### config.mk
export PLATFORM = sky130hd
export DESIGN_NAME = m3p40_ctrl
export DESIGN_NICKNAME = d
export VERILOG_FILES = /design/src/hw/rtl/m3p40_pkg.sv /design/src/hw/rtl/m3p40_ctrl.sv
export SDC_FILE = /design/constraint.sdc
export NUM_CORES = 1
export LEC_CHECK = 0
export ABC_AREA = 1
export BUFFER_PORTS_ARGS = -buffer_cell sky130_fd_sc_hd__buf_2
export CAP_MARGIN = 0
export CORE_MARGIN = 4
export CORE_UTILIZATION = 57
export DETAILED_ROUTE_END_ITERATION = 12
export PLACE_DENSITY_LB_ADDON = 0.1
export RECOVER_POWER = 50
export SYNTH_ARGS = -nofsm -noshare
export SYNTH_HDL_FRONTEND = slang
export SYNTH_SLANG_ARGS = --single-unit
### constraint.sdc
create_clock -name i_clk -period 2.1 [get_ports i_clk]
set_clock_uncertainty 0.15 [all_clocks]
set_input_delay 0.21 -clock i_clk [delete_from_list [all_inputs] [get_ports i_clk]]
set_output_delay 0.21 -clock i_clk [all_outputs]
set_load 0.01 [all_outputs]
### src/hw/rtl/m3p40_pkg.sv
`default_nettype none

package m3p40_pkg;

    localparam logic [63:0] MOD_M    = 64'd12157665459056928801;
    localparam logic [31:0] SPLIT_S  = 32'd3486784401;
    localparam logic [63:0] ALL_ONES = 64'd18446744073709551615;
    // floor(2^63 / 3^20), quotient estimate for division by 3^20
    localparam logic [31:0] RECIP_S  = 32'((64'd1 << 63) / {32'd0, SPLIT_S});

    localparam logic [2:0] MODE_ADD = 3'd0;
    localparam logic [2:0] MODE_MUL = 3'd1;
    localparam logic [2:0] MODE_NEG = 3'd2;
    localparam logic [2:0] MODE_INV = 3'd3;
    localparam logic [2:0] MODE_VAL = 3'd4;

    // datapath operations
    localparam logic [4:0] OP_NOP       = 5'd0;
    localparam logic [4:0] OP_LOAD      = 5'd1;
    localparam logic [4:0] OP_ADD_AB    = 5'd2;
    localparam logic [4:0] OP_NEG_A     = 5'd3;
    localparam logic [4:0] OP_NEGA_TO_A = 5'd4;
    localparam logic [4:0] OP_DIV       = 5'd5;
    localparam logic [4:0] OP_SPLIT_X   = 5'd6;
    localparam logic [4:0] OP_SPLIT_Y   = 5'd7;
    localparam logic [4:0] OP_MUL       = 5'd8;
    localparam logic [4:0] OP_ACC_SET   = 5'd9;
    localparam logic [4:0] OP_ACC_ADD   = 5'd10;
    localparam logic [4:0] OP_NEG_ACC   = 5'd11;
    localparam logic [4:0] OP_LD_XY     = 5'd12;
    localparam logic [4:0] OP_U_ONE     = 5'd13;
    localparam logic [4:0] OP_U_ACC     = 5'd14;
    localparam logic [4:0] OP_ACC_U     = 5'd15;
    localparam logic [4:0] OP_A_QUOT    = 5'd16;

    // divider dividend source
    localparam logic [1:0] DSRC_A    = 2'd0;
    localparam logic [1:0] DSRC_X    = 2'd1;
    localparam logic [1:0] DSRC_Y    = 2'd2;
    localparam logic [1:0] DSRC_PROD = 2'd3;

    // multiplier operand pair
    localparam logic [1:0] MSEL_X0Y1 = 2'd0;
    localparam logic [1:0] MSEL_Y0X1 = 2'd1;
    localparam logic [1:0] MSEL_X0Y0 = 2'd2;
    localparam logic [1:0] MSEL_SREM = 2'd3;

    // multiply operand load
    localparam logic [1:0] XY_AB = 2'd0;
    localparam logic [1:0] XY_AU = 2'd1;
    localparam logic [1:0] XY_UW = 2'd2;

    typedef struct packed {
        logic [2:0]  mode;
        logic [63:0] operand_a;
        logic [63:0] operand_b;
    } t_in;

    typedef struct packed {
        logic [63:0] value;
        logic [5:0]  val_count;
        logic        is_zero;
        logic        not_invertible;
    } t_out;

    typedef struct packed {
        logic [4:0] op;
        logic [1:0] dsrc;
        logic       by3;
        logic [1:0] msel;
        logic [1:0] xysel;
    } t_cmd;

    typedef struct packed {
        logic div_done;
        logic rem_zero;
        logic rem_two;
        logic a_zero;
    } t_stat;

    function automatic logic [63:0] red_m(input logic [63:0] x);
        logic [63:0] r;
        r = (x >= MOD_M) ? (x - MOD_M) : x;
        return r;
    endfunction

    function automatic logic [63:0] add_m(input logic [63:0] x, input logic [63:0] y);
        logic [64:0] s;
        s = {1'b0, x} + {1'b0, y};
        if (s >= {1'b0, MOD_M}) begin
            s = s - {1'b0, MOD_M};
        end
        return s[63:0];
    endfunction

    function automatic logic [63:0] neg_m(input logic [63:0] x);
        logic [63:0] r;
        r = (x == 64'd0) ? 64'd0 : (MOD_M - x);
        return r;
    endfunction

endpackage

`default_nettype wire

### src/hw/rtl/m3p40_ctrl.sv
`default_nettype none

module m3p40_ctrl
    import m3p40_pkg::*;
(
    input  wire logic       i_clk,
    input  wire logic       i_rst_n,
    input  wire logic       i_start,
    input  wire logic [2:0] i_mode,
    input  wire t_stat      i_stat,
    output t_cmd            o_cmd,
    output logic            o_busy,
    output logic            o_done,
    output logic            o_is_zero,
    output logic            o_not_inv
);

    localparam logic [4:0] S_IDLE     = 5'd0;
    localparam logic [4:0] S_DISP     = 5'd1;
    localparam logic [4:0] S_INV_W    = 5'd2;
    localparam logic [4:0] S_INV_INIT = 5'd3;
    localparam logic [4:0] S_NT1      = 5'd4;
    localparam logic [4:0] S_NT2      = 5'd5;
    localparam logic [4:0] S_NT3      = 5'd6;
    localparam logic [4:0] S_NT4      = 5'd7;
    localparam logic [4:0] S_INV_FIN  = 5'd8;
    localparam logic [4:0] S_INV_NEG  = 5'd9;
    localparam logic [4:0] S_VAL_W    = 5'd10;
    localparam logic [4:0] S_VAL_GO   = 5'd11;
    localparam logic [4:0] S_MDX      = 5'd12;
    localparam logic [4:0] S_MDXW     = 5'd13;
    localparam logic [4:0] S_MDY      = 5'd14;
    localparam logic [4:0] S_MDYW     = 5'd15;
    localparam logic [4:0] S_MP0      = 5'd16;
    localparam logic [4:0] S_MD0      = 5'd17;
    localparam logic [4:0] S_MD0W     = 5'd18;
    localparam logic [4:0] S_MC0      = 5'd19;
    localparam logic [4:0] S_MA0      = 5'd20;
    localparam logic [4:0] S_MP1      = 5'd21;
    localparam logic [4:0] S_MD1      = 5'd22;
    localparam logic [4:0] S_MD1W     = 5'd23;
    localparam logic [4:0] S_MC1      = 5'd24;
    localparam logic [4:0] S_MA1      = 5'd25;
    localparam logic [4:0] S_MP2      = 5'd26;
    localparam logic [4:0] S_MA2      = 5'd27;
    localparam logic [4:0] S_DONE     = 5'd28;

    localparam logic [1:0] RET_MULT = 2'd0;
    localparam logic [1:0] RET_NT2  = 2'd1;
    localparam logic [1:0] RET_NT4  = 2'd2;

    logic [4:0] r_state, n_state;
    logic [2:0] r_mode, n_mode;
    logic [1:0] r_ret, n_ret;
    logic [2:0] r_iter, n_iter;
    logic       r_zf, n_zf;
    logic       r_ni, n_ni;
    logic       r_neg, n_neg;

    always_comb begin
        n_state = r_state;
        n_mode  = r_mode;
        n_ret   = r_ret;
        n_iter  = r_iter;
        n_zf    = r_zf;
        n_ni    = r_ni;
        n_neg   = r_neg;
        o_cmd   = '0;

        case (r_state)
            S_IDLE: begin
                if (i_start) begin
                    o_cmd.op = OP_LOAD;
                    n_mode   = i_mode;
                    n_zf     = 1'b0;
                    n_ni     = 1'b0;
                    n_neg    = 1'b0;
                    n_state  = S_DISP;
                end
            end
            S_DISP: begin
                case (r_mode)
                    MODE_ADD: begin
                        o_cmd.op = OP_ADD_AB;
                        n_state  = S_DONE;
                    end
                    MODE_MUL: begin
                        o_cmd.op    = OP_LD_XY;
                        o_cmd.xysel = XY_AB;
                        n_ret       = RET_MULT;
                        n_state     = S_MDX;
                    end
                    MODE_NEG: begin
                        o_cmd.op = OP_NEG_A;
                        n_state  = S_DONE;
                    end
                    MODE_INV: begin
                        o_cmd.op   = OP_DIV;
                        o_cmd.dsrc = DSRC_A;
                        o_cmd.by3  = 1'b1;
                        n_state    = S_INV_W;
                    end
                    MODE_VAL: begin
                        if (i_stat.a_zero) begin
                            n_zf    = 1'b1;
                            n_state = S_DONE;
                        end else begin
                            o_cmd.op   = OP_DIV;
                            o_cmd.dsrc = DSRC_A;
                            o_cmd.by3  = 1'b1;
                            n_state    = S_VAL_W;
                        end
                    end
                    default: n_state = S_DONE;
                endcase
            end
            S_INV_W: begin
                if (i_stat.div_done) begin
                    if (i_stat.rem_zero) begin
                        n_ni    = 1'b1;
                        n_state = S_DONE;
                    end else begin
                        // a = 2 mod 3: iterate on -a and negate at the end
                        if (i_stat.rem_two) begin
                            o_cmd.op = OP_NEGA_TO_A;
                            n_neg    = 1'b1;
                        end
                        n_state = S_INV_INIT;
                    end
                end
            end
            S_INV_INIT: begin
                o_cmd.op = OP_U_ONE;
                n_iter   = '0;
                n_state  = S_NT1;
            end
            S_NT1: begin
                o_cmd.op    = OP_LD_XY;
                o_cmd.xysel = XY_AU;
                n_ret       = RET_NT2;
                n_state     = S_MDX;
            end
            S_NT2: begin
                o_cmd.op = OP_NEG_ACC;
                n_state  = S_NT3;
            end
            S_NT3: begin
                o_cmd.op    = OP_LD_XY;
                o_cmd.xysel = XY_UW;
                n_ret       = RET_NT4;
                n_state     = S_MDX;
            end
            S_NT4: begin
                o_cmd.op = OP_U_ACC;
                n_iter   = r_iter + 3'd1;
                n_state  = (r_iter == 3'd5) ? S_INV_FIN : S_NT1;
            end
            S_INV_FIN: begin
                o_cmd.op = OP_ACC_U;
                n_state  = r_neg ? S_INV_NEG : S_DONE;
            end
            S_INV_NEG: begin
                o_cmd.op = OP_NEG_ACC;
                n_state  = S_DONE;
            end
            S_VAL_W: begin
                if (i_stat.div_done) begin
                    if (i_stat.rem_zero) begin
                        o_cmd.op = OP_A_QUOT;
                        n_state  = S_VAL_GO;
                    end else begin
                        n_state = S_DONE;
                    end
                end
            end
            S_VAL_GO: begin
                o_cmd.op   = OP_DIV;
                o_cmd.dsrc = DSRC_A;
                o_cmd.by3  = 1'b1;
                n_state    = S_VAL_W;
            end
            // modular multiply x*y, result in acc
            S_MDX: begin
                o_cmd.op   = OP_DIV;
                o_cmd.dsrc = DSRC_X;
                n_state    = S_MDXW;
            end
            S_MDXW: begin
                if (i_stat.div_done) begin
                    o_cmd.op = OP_SPLIT_X;
                    n_state  = S_MDY;
                end
            end
            S_MDY: begin
                o_cmd.op   = OP_DIV;
                o_cmd.dsrc = DSRC_Y;
                n_state    = S_MDYW;
            end
            S_MDYW: begin
                if (i_stat.div_done) begin
                    o_cmd.op = OP_SPLIT_Y;
                    n_state  = S_MP0;
                end
            end
            S_MP0: begin
                o_cmd.op   = OP_MUL;
                o_cmd.msel = MSEL_X0Y1;
                n_state    = S_MD0;
            end
            S_MD0: begin
                o_cmd.op   = OP_DIV;
                o_cmd.dsrc = DSRC_PROD;
                n_state    = S_MD0W;
            end
            S_MD0W: begin
                if (i_stat.div_done) begin
                    n_state = S_MC0;
                end
            end
            S_MC0: begin
                o_cmd.op   = OP_MUL;
                o_cmd.msel = MSEL_SREM;
                n_state    = S_MA0;
            end
            S_MA0: begin
                o_cmd.op = OP_ACC_SET;
                n_state  = S_MP1;
            end
            S_MP1: begin
                o_cmd.op   = OP_MUL;
                o_cmd.msel = MSEL_Y0X1;
                n_state    = S_MD1;
            end
            S_MD1: begin
                o_cmd.op   = OP_DIV;
                o_cmd.dsrc = DSRC_PROD;
                n_state    = S_MD1W;
            end
            S_MD1W: begin
                if (i_stat.div_done) begin
                    n_state = S_MC1;
                end
            end
            S_MC1: begin
                o_cmd.op   = OP_MUL;
                o_cmd.msel = MSEL_SREM;
                n_state    = S_MA1;
            end
            S_MA1: begin
                o_cmd.op = OP_ACC_ADD;
                n_state  = S_MP2;
            end
            S_MP2: begin
                o_cmd.op   = OP_MUL;
                o_cmd.msel = MSEL_X0Y0;
                n_state    = S_MA2;
            end
            S_MA2: begin
                o_cmd.op = OP_ACC_ADD;
                case (r_ret)
                    RET_NT2: n_state = S_NT2;
                    RET_NT4: n_state = S_NT4;
                    default: n_state = S_DONE;
                endcase
            end
            S_DONE:  n_state = S_IDLE;
            default: n_state = S_IDLE;
        endcase
    end

    always_ff @(posedge i_clk) begin
        if (!i_rst_n) begin
            r_state <= S_IDLE;
            r_zf    <= 1'b0;
            r_ni    <= 1'b0;
            r_neg   <= 1'b0;
            r_iter  <= '0;
            r_ret   <= RET_MULT;
            r_mode  <= MODE_ADD;
        end else begin
            r_state <= n_state;
            r_zf    <= n_zf;
            r_ni    <= n_ni;
            r_neg   <= n_neg;
            r_iter  <= n_iter;
            r_ret   <= n_ret;
            r_mode  <= n_mode;
        end
    end

    assign o_busy    = (r_state != S_IDLE);
    assign o_done    = (r_state == S_DONE);
    assign o_is_zero = r_zf;
    assign o_not_inv = r_ni;

endmodule

`default_nettype wire

* Word-level counts from Yosys, hierarchy flattened
Index checks and enable logic that the tools add are counted.
** Storage, ports and cells
- Memory bits (read-only) :: 0
- Memories kept :: 0
- Output and inout port bits :: 16
- Bits in writable memories :: 0
- Latch bits :: 0
- Word-level logic and storage cells :: 121
- Register bits :: 16
- Input port bits :: 10
** Operators by class
- Multiply operators :: 0
- Reduce and logical (&&, ||, !) cells :: 20
- Bitwise operators :: 0
- Add/sub/neg operators :: 1
- Muxes and demuxes :: 45
- Order comparisons :: 0
- Equal/unequal tests :: 48
- Div/mod/pow operators :: 0
- Shift-type cells :: 0
** Operators by type and width (number)
- 5-bit case mux with 27 select lines :: 1
- 5-bit case mux with 15 select lines :: 1
- 5-bit equality test, second input constant :: 13
- 5-bit 2-to-1 mux :: 13
- 5-bit by 4-bit equality test with 1-bit output, second input constant :: 8
- 2-bit inequality test, second input constant :: 11
- 5-bit by 3-bit equality test with 1-bit output, second input constant :: 4
- 4-bit case mux with 5 select lines :: 1
- 3-bit 2-to-1 mux :: 5
- 5-bit case mux with 3 select lines :: 1
- 2-bit case mux with 3 select lines :: 2
- 3-bit case mux with 2 select lines :: 2
- 5-bit by 2-bit equality test with 1-bit output, second input constant :: 2
- 5-bit case mux with 2 select lines :: 1
- 2-bit OR reduction :: 5
- 5-bit OR reduction :: 2
- 1-bit 2-to-1 mux :: 9
- 1-bit case mux with 2 select lines :: 4
- 2-bit case mux with 4 select lines :: 1
- 4-bit AND reduction :: 2
- 7-bit AND reduction :: 1
- 3-bit by 2-bit equality test with 1-bit output, second input constant :: 2
- 3-bit equality test, second input constant :: 2
- 6-bit 2-to-1 mux :: 1
- 16 further kinds :: 20

* Logic depth before layout (Yosys ltp)
Gate-level depths: netlist (run 1).
- Word-level depth :: 4
- Depth in mapped cells :: 11
- Mapped depth without buffers :: 10

* Worst setup path before layout (run 1)
No wires, ideal clock.
- Kind :: register -> output
- Start :: register r_state[2]
- End :: output port o_cmd[9] (netlist bit)
- Stages on the path, launching flop included :: 8
- Data arrival time :: 1.242 ns
- Data required time :: 1.740 ns
- Path buffers :: 0
- Setup slack :: 0.498 ns
- Cells stage by stage :: dfxtp_1 -> inv_4 -> nand2_4 -> nor2_1 -> a31oi_1 -> nand3b_1 -> nor3_1 -> nand2_1
** RTL lines
- start, declared :: RTL line m3p40_ctrl.sv:52 : logic [4:0] r_state, n_state;
- start signal, assigned :: RTL line m3p40_ctrl.sv:281 : r_state <= n_state;
- end, declared :: RTL line m3p40_ctrl.sv:11 : output t_cmd o_cmd,

==> results.yml, run 1 <==
status:
  violations: "setup timing"
  status: "finished with violations"
clock_network:
  root_buffer: "clkbuf_4"
  clk_pin_slew_worst_paths_ns: 0.12
  cts.sinks: 16
  cts_buffer_depth: 2
  worstSkewPairLatency_ns: 0.32
  htreeDepth: 1
  cts_tree: "yes"
  cts_made_buffers: 3
power_and_ir_drop:
  vdd_drop_max_v: 0.000965
  leakagePower_nw: 1.13
  p_total_w: 0.00235
  power_density_nw_per_um2: 1070
drt:
  drt-pass1-iter-count: 5
  finalWirelength_um: 5470
  wl_per_cell_um: 16.1
  postRouteAntennaNets: 0
  viasPerCell: 5.89
  drtIter0Drc: 172
  drc: 0
  vias: 2001
timing:
  relSlewSlack: 0.758
  fin_crit_ns: 2.19
  hold_viol: 0
  report.final.slew_viol_count: 0
  setup_viol: 2
  worst_pin_slew_ns: 0.360
  final.setup.worst_slack_ns: -0.0892
  fmax_ghz: 0.457
  rsz0062_at_grt: "true"
  post-route-period-util: 1.04
placed_design:
  portBuffers: 25
  dpl_cell_area_um2: 1790
  gp_congestion: 0.969
  place.detailed.hpwl_um: 3700
  place_inst: 314
floorplanning:
  core_area_um2: 2730
  fp.dieH_um: 61.3
  start_util: 0.592
  dieArea_um2: 3750
  die_w_um: 61.3
  row_count: 19
  ioPinCount: 26
final_layout:
  final_common_cell: "nand2_1"
  final_cell_count_no_fill: 340
  fin_util: 0.808
  final_nets: 323
  layout_common_cells: "49 x nand2_1, 33 x nor2_1, 26 x buf_4, 23 x buf_2, 21 x inv_1"
  areaGrowthSynthToFinish_pct: 36.5
  diodes: 0
  fill_cells: 211
  final_area_um2: 2210
  drive_above_1_share: 0.405
synthesis:
  synth.cell_area_um2: 1620
  synth-seq-cells: 16
  syn-num-nets: 268
  synth_area_per_cell_um2: 6.34
  synth_warnings: 0
  netlist_instances: 255
  seq_area_frac_synth: 0.198
  synth.distinct_cells: 34
worst_setup_path:
  worst-setup-path-type: "reg -> out"
  rrSetupSlack_ns: 0.29
  cp_max_fo: 6
  cp-end-kind: "output pin"
  slowest_stage: "dfxtp_4"
  rr_worst_depth: 9
  worstReg2RegStart: "r_state[0]"
  path_cells: "inv_2 > nand2_8 > nor2_4 > nand2_4 > nand2_1 > nor2_2 > nand3_2 > nor2_1 > nand4_1 > buf_2"
  timing.rr.end: "r_state[0]"
  endpoint: "o_cmd[10]"
  slowest_delay_ns: 0.45
  worstPathRequired_ns: 1.74
  critPathArrivalTime_ns: 1.83
  startpoint_type: "flip-flop"
  critPathLaunch: "r_state[0]"
global_route:
  gr-total-overflow: 0
  grt_pass1_vias: 1750
  grt_pass1_wl_um: 7970
  antenna_found_initial: 0
  grt_max_degree: 11
  grtUsageTotal: 0.287
worst_hold_path:
  hp-class: "in -> reg"
job:
  maxCapViolCount: 0
## metal layers
metal | global-route usage | wire (um)
met4 | 0.155 | 206
met3 | 0.0314 | 372
met2 | 0.474 | 2670
met1 | 0.365 | 2220
met5 | 0 | 0
## cell type report
| type | instances | area (um2) | share of cell area |
|---|---|---|---|
| multi-input combinational | 201 | 1270 | 0.576 |
| clock buffer | 4 | 36.3 | 0.0164 |
| inverter | 31 | 129 | 0.0584 |
| sequential | 16 | 337 | 0.152 |
| tap | 31 | 38.8 | 0.0176 |
| timing repair buffer | 57 | 397 | 0.180 |
## cell usage after synthesis (all sizes together)
| cell type | n | area share |
|---|---|---|
| a21boi | 1 | 0.012 |
| a21oi | 15 | 0.049 |
| a221oi | 1 | 0.0054 |
| a31oi | 1 | 0.0039 |
| a41oi | 1 | 0.0054 |
| buf | 7 | 0.050 |
| clkinv | 1 | 0.0023 |
| dfxtp | 16 | 0.20 |
| ha | 3 | 0.023 |
| inv | 30 | 0.071 |
| nand2 | 67 | 0.18 |
| nand3 | 28 | 0.12 |
| nand3b | 2 | 0.0093 |
| nand4 | 9 | 0.044 |
| nor2 | 49 | 0.15 |
| nor3 | 6 | 0.019 |
| nor4 | 2 | 0.0077 |
| o2111ai | 1 | 0.0054 |
| o211ai | 1 | 0.0046 |
| o21ai | 11 | 0.034 |
| o22ai | 2 | 0.0077 |
| o31ai | 1 | 0.0046 |
## through the flow
stage / hold WS (ns) / setup TNS [ns] / worst slack, ns
5_1_grt: 0.0575 / -0.342 / -0.166
3_3_place_gp: 0.282 / 0 / 0.134
4_1_cts: 0.0290 / 0 / 0.000157
2_1_floorplan: 0.195 / 0 / 0.498
6_report: 0.0101 / -0.0999 / -0.0892
3_5_place_dp: 0.297 / 0 / 0.102
## where the power goes
part / internal [W] / switching, W / leakage (nW) / total (W)
combinational: 0.000639 / 0.000981 / 0.974 / 0.00162
sequential: 0.000388 / 0.000113 / 0.134 / 0.000502
clock: 0.000106 / 0.000127 / 0.0210 / 0.000233
## registers in the layout (all words and copies together), names as in the netlist
name / count
o_is_zero: 1
o_not_inv: 1
r_neg: 1
r_state: 5
r_mode: 3
r_iter: 3
r_ret: 2
## critical path: cells and delay by family, from the launching register on
kind	cells	cell delay, ns
simple gates	8	0.78
flops	1	0.45
buf+inv	2	0.28
## how the worst min path moves through the flow
stage,startpoint,slack (ns),end,cells after the start
after detailed placement,i_mode[0],0.30,r_mode[0],3
final,i_mode[2],0.01,r_mode[2],3
after global routing,i_rst_n,0.06,r_mode[2],3
after CTS,i_mode[2],0.03,r_mode[2],3
after global placement,i_mode[0],0.28,r_mode[0],3
after floorplan,i_mode[0],0.19,r_mode[0],2
## cell families (layout without fill, tap and decap cells)
logic type               count (synthesis)  in the layout  share of synthesized area
buffers and inverters                   38             92                      0.124
adder cells (fa/ha/maj)                  3              3                     0.0232
flip-flops                              16             16                      0.198
AO/OA/AOI/OAI                           35             35                      0.131
AND/OR/NAND/NOR                        163            163                      0.524
## timing repair
item                       in CTS  in global routing
pin swaps                       1                 19
hold buffers                    1                  0
gates resized for setup         7                 53
setup buffers                   5                 16
setup endpoints to repair       5                  4
hold endpoints to repair        1                  0
No activity file was read; power rests on OpenSTA's default activity.
==> run 2: changes to the inputs <==
--- a/config.mk
+++ b/config.mk
@@ -6,11 +6,12 @@
 export NUM_CORES = 1
 export LEC_CHECK = 0
 export ABC_AREA = 1
-export BUFFER_PORTS_ARGS = -buffer_cell sky130_fd_sc_hd__buf_2
+export BUFFER_PORTS_ARGS = -buffer_cell sky130_fd_sc_hd__buf_4
 export CAP_MARGIN = 0
 export CORE_MARGIN = 4
 export CORE_UTILIZATION = 57
 export DETAILED_ROUTE_END_ITERATION = 12
+export HOLD_SLACK_MARGIN = 0.03
 export PLACE_DENSITY_LB_ADDON = 0.1
 export RECOVER_POWER = 50
 export SYNTH_ARGS = -nofsm -noshare
==> results.yml, run 2 (same netlist as run 1, synthesis figures left out) <==
status:
  status: "finished, final reports clean"
worst_setup_path:
  worstPathRequired_ns: 1.74
  startpoint_type: "flip-flop"
  worst-setup-path-type: "reg -> out"
  cp_max_fo: 5
  cp-end-kind: "output pin"
  critPathArrivalTime_ns: 1.68
global_route:
  grt_pass1_wl_um: 7550
  grtUsageTotal: 0.267
  gr-total-overflow: 0
  grt_max_degree: 11
  grt_pass1_vias: 1642
  antenna_found_initial: 0
drt:
  drc: 0
  postRouteAntennaNets: 0
  drt-pass1-iter-count: 5
  drtIter0Drc: 190
  finalWirelength_um: 5120
  viasPerCell: 5.74
  vias: 1941
  wl_per_cell_um: 15.1
clock_network:
  root_buffer: "clkbuf_4"
  clk_pin_slew_worst_paths_ns: 0.11
  cts_tree: "yes"
  cts.sinks: 16
  cts_made_buffers: 3
  cts_buffer_depth: 2
  worstSkewPairLatency_ns: 0.30
  htreeDepth: 1
placed_design:
  place.detailed.hpwl_um: 3720
  portBuffers: 25
  gp_congestion: 0.983
  place_inst: 314
timing:
  report.final.slew_viol_count: 0
  fin_crit_ns: 2.04
  fmax_ghz: 0.490
  post-route-period-util: 0.972
  hold_viol: 0
  relSlewSlack: 0.707
  fin_tns_setup_ns: 0
  worst_pin_slew_ns: 0.439
  setup_viol: 0
final_layout:
  diodes: 0
  final_common_cell: "nand2_1"
  final_cell_count_no_fill: 338
  areaGrowthSynthToFinish_pct: 35.8
  fill_cells: 212
  top_regs: "r_state x5, r_iter x3, r_mode x3"
  top_register: "r_state"
  final_nets: 321
  largest_reg_flops: 5
  layout_common_cells: "51 x nand2_1, 41 x buf_4, 35 x nor2_1, 23 x inv_1, 21 x nand3_1"
  drive_above_1_share: 0.352
power_and_ir_drop:
  p_total_w: 0.00229
  vdd_drop_max_v: 0.000886
  power_density_nw_per_um2: 1040
  leakagePower_nw: 1.13
floorplanning:
  row_count: 19
  core_area_um2: 2730
  fp.dieH_um: 61.3
  dieArea_um2: 3750
  die_w_um: 61.3
  ioPinCount: 26
  start_util: 0.592
worst_hold_path:
  hp-class: "in -> reg"
job:
  maxCapViolCount: 0
-- run 2: cell types whose count changed in the layout (fill, tap and decap cells not counted), sizes merged --
cell,before,now
dlygate4sd3,1,5
buf,54,48
-- run 2: final timing paths --
check              from          to  slack, ns  cells past startpoint
max reg2reg  r_state[0]  r_state[4]       0.23                      9
min reg2reg    r_ret[1]    r_ret[1]       0.32                      2
min           i_stat[0]   o_is_zero       0.11                      3
max          r_state[1]    o_cmd[7]       0.06                      8
-- run 2: critical path: stages, from the launching register on --
cell	delay [ns]
dfxtp_4	0.42
inv_2	0.08
nand3_2	0.08
nor2_1	0.08
a31oi_4	0.18
nand3b_1	0.15
nor2_1	0.15
nand4_1	0.09
buf_4	0.15
-- run 2: cell type report --
cell class | instances | area, um2 | share of cell area
well taps | 31 | 38.8 | 0.0177
flip-flops and latches | 16 | 337 | 0.153
multi-input cells | 201 | 1190 | 0.540
repair buffers | 55 | 474 | 0.216
inverters | 31 | 124 | 0.0564
clock buffers | 4 | 36.3 | 0.0165
-- run 2: per-layer routing --
metal / track usage / vias up / part of all wire
li1: - / 950 / -
met1: 0.340 / 894 / 0.41
met2: 0.468 / 85 / 0.50
met3: 0.0398 / 12 / 0.060
met4: 0.0681 / 0 / 0.022
met5: 0 / - / 0
-- run 2: metrics by stage --
step | setup WS [ns] | util | cell area, um2 | hold slack [ns]
finish | 0.0583 | 0.804 | 2200 | 0.111
global route | -0.0269 | 0.804 | 2200 | 0.169
CTS | 0.00517 | 0.711 | 1940 | 0.114
detailed placement | 0.142 | 0.672 | 1840 | 0.302
global placement | 0.116 | 0.672 | 1840 | 0.282
floorplan | 0.498 | - | 1620 | 0.195
-- run 2: what timing repair did --
action                                 in CTS  in global routing
setup endpoints to repair                   4                  4
hold buffers                                5                  0
endpoints found under the hold margin       4                  0
pin swaps                                   0                 12
resized for setup                           9                 29
gates cloned                                0                  0
setup buffers                               0                 15
-- run 2: where the power goes --
group,switching (W),total (W),internal [W]
combinational,0.000909,0.00158,0.000675
clock,0.000108,0.000214,0.000106
sequential,0.000104,0.000493,0.000388
==> run 3: changes to the inputs <==
--- a/config.mk
+++ b/config.mk
@@ -8,7 +8,6 @@
 export ABC_AREA = 1
 export BUFFER_PORTS_ARGS = -buffer_cell sky130_fd_sc_hd__buf_4
 export CAP_MARGIN = 0
-export CORE_MARGIN = 4
 export CORE_UTILIZATION = 57
 export DETAILED_ROUTE_END_ITERATION = 12
 export HOLD_SLACK_MARGIN = 0.03
==> results.yml, run 3 (same netlist as run 1, synthesis figures left out) <==
timing:
  rsz0062_at_grt: "true"
  worst_pin_slew_ns: 0.365
  relSlewSlack: 0.756
  fin_tns_setup_ns: 0
  post-route-period-util: 0.979
  fin_crit_ns: 2.06
  report.final.slew_viol_count: 0
  hold_viol: 0
  setup_viol: 0
  fmax_ghz: 0.486
  finalHoldWorstSlack_ns: 0.0378
worst_setup_path:
  path_depth: 8
  startpoint_type: "flip-flop"
  endpoint: "o_cmd[7]"
  timing.rr.end: "r_state[0]"
  worstReg2RegStart: "r_state[0]"
  slowest_stage: "dfxtp_4"
  critPathTopFamily: "simple AND/OR/NAND/NOR gates"
  worstPathRequired_ns: 1.74
  critPathLaunch: "r_state[0]"
  cp_max_fo: 6
  rrSetupSlack_ns: 0.29
  rr_worst_depth: 10
  worst-setup-path-type: "reg -> out"
  critPathArrivalTime_ns: 1.70
  cp-end-kind: "output pin"
  cp_num_buf_inv: 2
  path_cells: "buf_2 > nand3_2 > nor2_2 > a31oi_4 > nand3b_1 > nor2_1 > nand4_1 > buf_4"
  slowest_delay_ns: 0.39
power_and_ir_drop:
  power_density_nw_per_um2: 1050
  p_total_w: 0.00223
  vdd_drop_max_v: 0.000859
  leakagePower_nw: 1.11
status:
  status: "finished, final reports clean"
drt:
  wl_per_cell_um: 15.2
  postRouteAntennaNets: 0
  viasPerCell: 5.89
  drc: 0
  finalWirelength_um: 5050
  vias: 1955
  drtIter0Drc: 223
  drt-pass1-iter-count: 5
final_layout:
  diodes: 0
  top_register: "r_state"
  fin_util: 0.830
  final_area_um2: 2130
  final_common_cell: "nand2_1"
  final_nets: 316
  areaGrowthSynthToFinish_pct: 31.7
  largest_reg_flops: 5
  fill_cells: 186
  layout_common_cells: "49 x nand2_1, 41 x buf_4, 34 x nor2_1, 23 x inv_1, 21 x nand3_1"
  top_regs: "r_state x5, r_iter x3, r_mode x3"
  drive_above_1_share: 0.364
clock_network:
  cts_tree: "yes"
  worstSkewPairLatency_ns: 0.30
  clk_pin_slew_worst_paths_ns: 0.11
  cts.sinks: 16
  htreeDepth: 1
  root_buffer: "clkbuf_4"
  cts_buffer_depth: 2
  cts_made_buffers: 3
global_route:
  grt_pass1_vias: 1705
  grtUsageTotal: 0.298
  antenna_found_initial: 0
  grt_pass1_wl_um: 7360
  grt_max_degree: 11
  gr-total-overflow: 0
worst_hold_path:
  min_path_cells: 3
  hp-class: "in -> reg"
placed_design:
  gp_congestion: 0.950
  portBuffers: 25
  place.detailed.hpwl_um: 3640
  dpl_cell_area_um2: 1820
job:
  maxCapViolCount: 0
floorplanning:
  core_area_um2: 2570
  dieArea_um2: 3060
  fp.dieH_um: 55.3
  start_util: 0.630
  die_w_um: 55.3
  ioPinCount: 26
  row_count: 18
-- run 3: cell count changes in the layout (fill, tap and decap cells not counted), moves of 2 or more --
cell and change:
buf_12 -3, dlygate4sd3_1 -4, nand2_1 -2, nor2_2 +2
-- run 3: power breakdown --
group	internal, W	switching, W	total (W)	leakage [nW]
Sequential	0.000388	0.000106	0.000494	0.134
Clock	0.000106	0.000105	0.000211	0.0210
Combinational	0.000617	0.000907	0.00152	0.956
Total	0.00111	0.00112	0.00223	1.11
-- run 3: what timing repair did --
| item | CTS | global route |
|---|---|---|
| pin swaps | 0 | 17 |
| setup endpoints to repair | 4 | 4 |
| setup buffers | 0 | 16 |
| resized for setup | 6 | 39 |
| hold buffers | 1 | 0 |
| hold endpoints to repair | 1 | 0 |
-- run 3: final cells by class --
| cell class | count | area, um2 | share of cell area |
|---|---|---|---|
| repair buffers | 50 | 390 | 0.183 |
| multi-input cells | 201 | 1200 | 0.565 |
| inverters | 31 | 126 | 0.0593 |
| clock buffers | 4 | 36.3 | 0.0170 |
| well taps | 30 | 37.5 | 0.0176 |
| flip-flops and latches | 16 | 337 | 0.158 |
-- run 3: per-stage QoR --
stage | std cells | setup slack (ns)
2_1_floorplan | 255 | 0.498
3_3_place_gp | 311 | 0.151
3_5_place_dp | 311 | 0.135
4_1_cts | 316 | 0.00807
5_1_grt | 332 | -0.0432
6_report | 332 | 0.0443
-- run 3: tightest hold or removal path: stages --
cell and delay [ns]:
buf_4 0.13, o21ai_0 0.07, a21oi_1 0.04
-- run 3: worst min path at each step --
stage                          from   endpoint  slack, ns
after floorplan           i_mode[0]  r_mode[0]       0.19
after global placement    i_mode[0]  r_mode[0]       0.28
after detailed placement  i_mode[0]  r_mode[0]       0.29
after CTS                   i_rst_n  r_mode[2]       0.04
after global routing        i_rst_n  r_mode[2]       0.04
final                       i_rst_n  r_mode[2]       0.04
-- run 3: layer usage --
| layer | vias up | share of wire | GRT usage |
|---|---|---|---|
| met5 | - | 0 | 0 |
| met4 | 0 | 0.017 | 0.125 |
| met3 | 16 | 0.096 | 0.0468 |
| met2 | 130 | 0.48 | 0.496 |
| met1 | 871 | 0.41 | 0.381 |
| li1 | 938 | - | - |
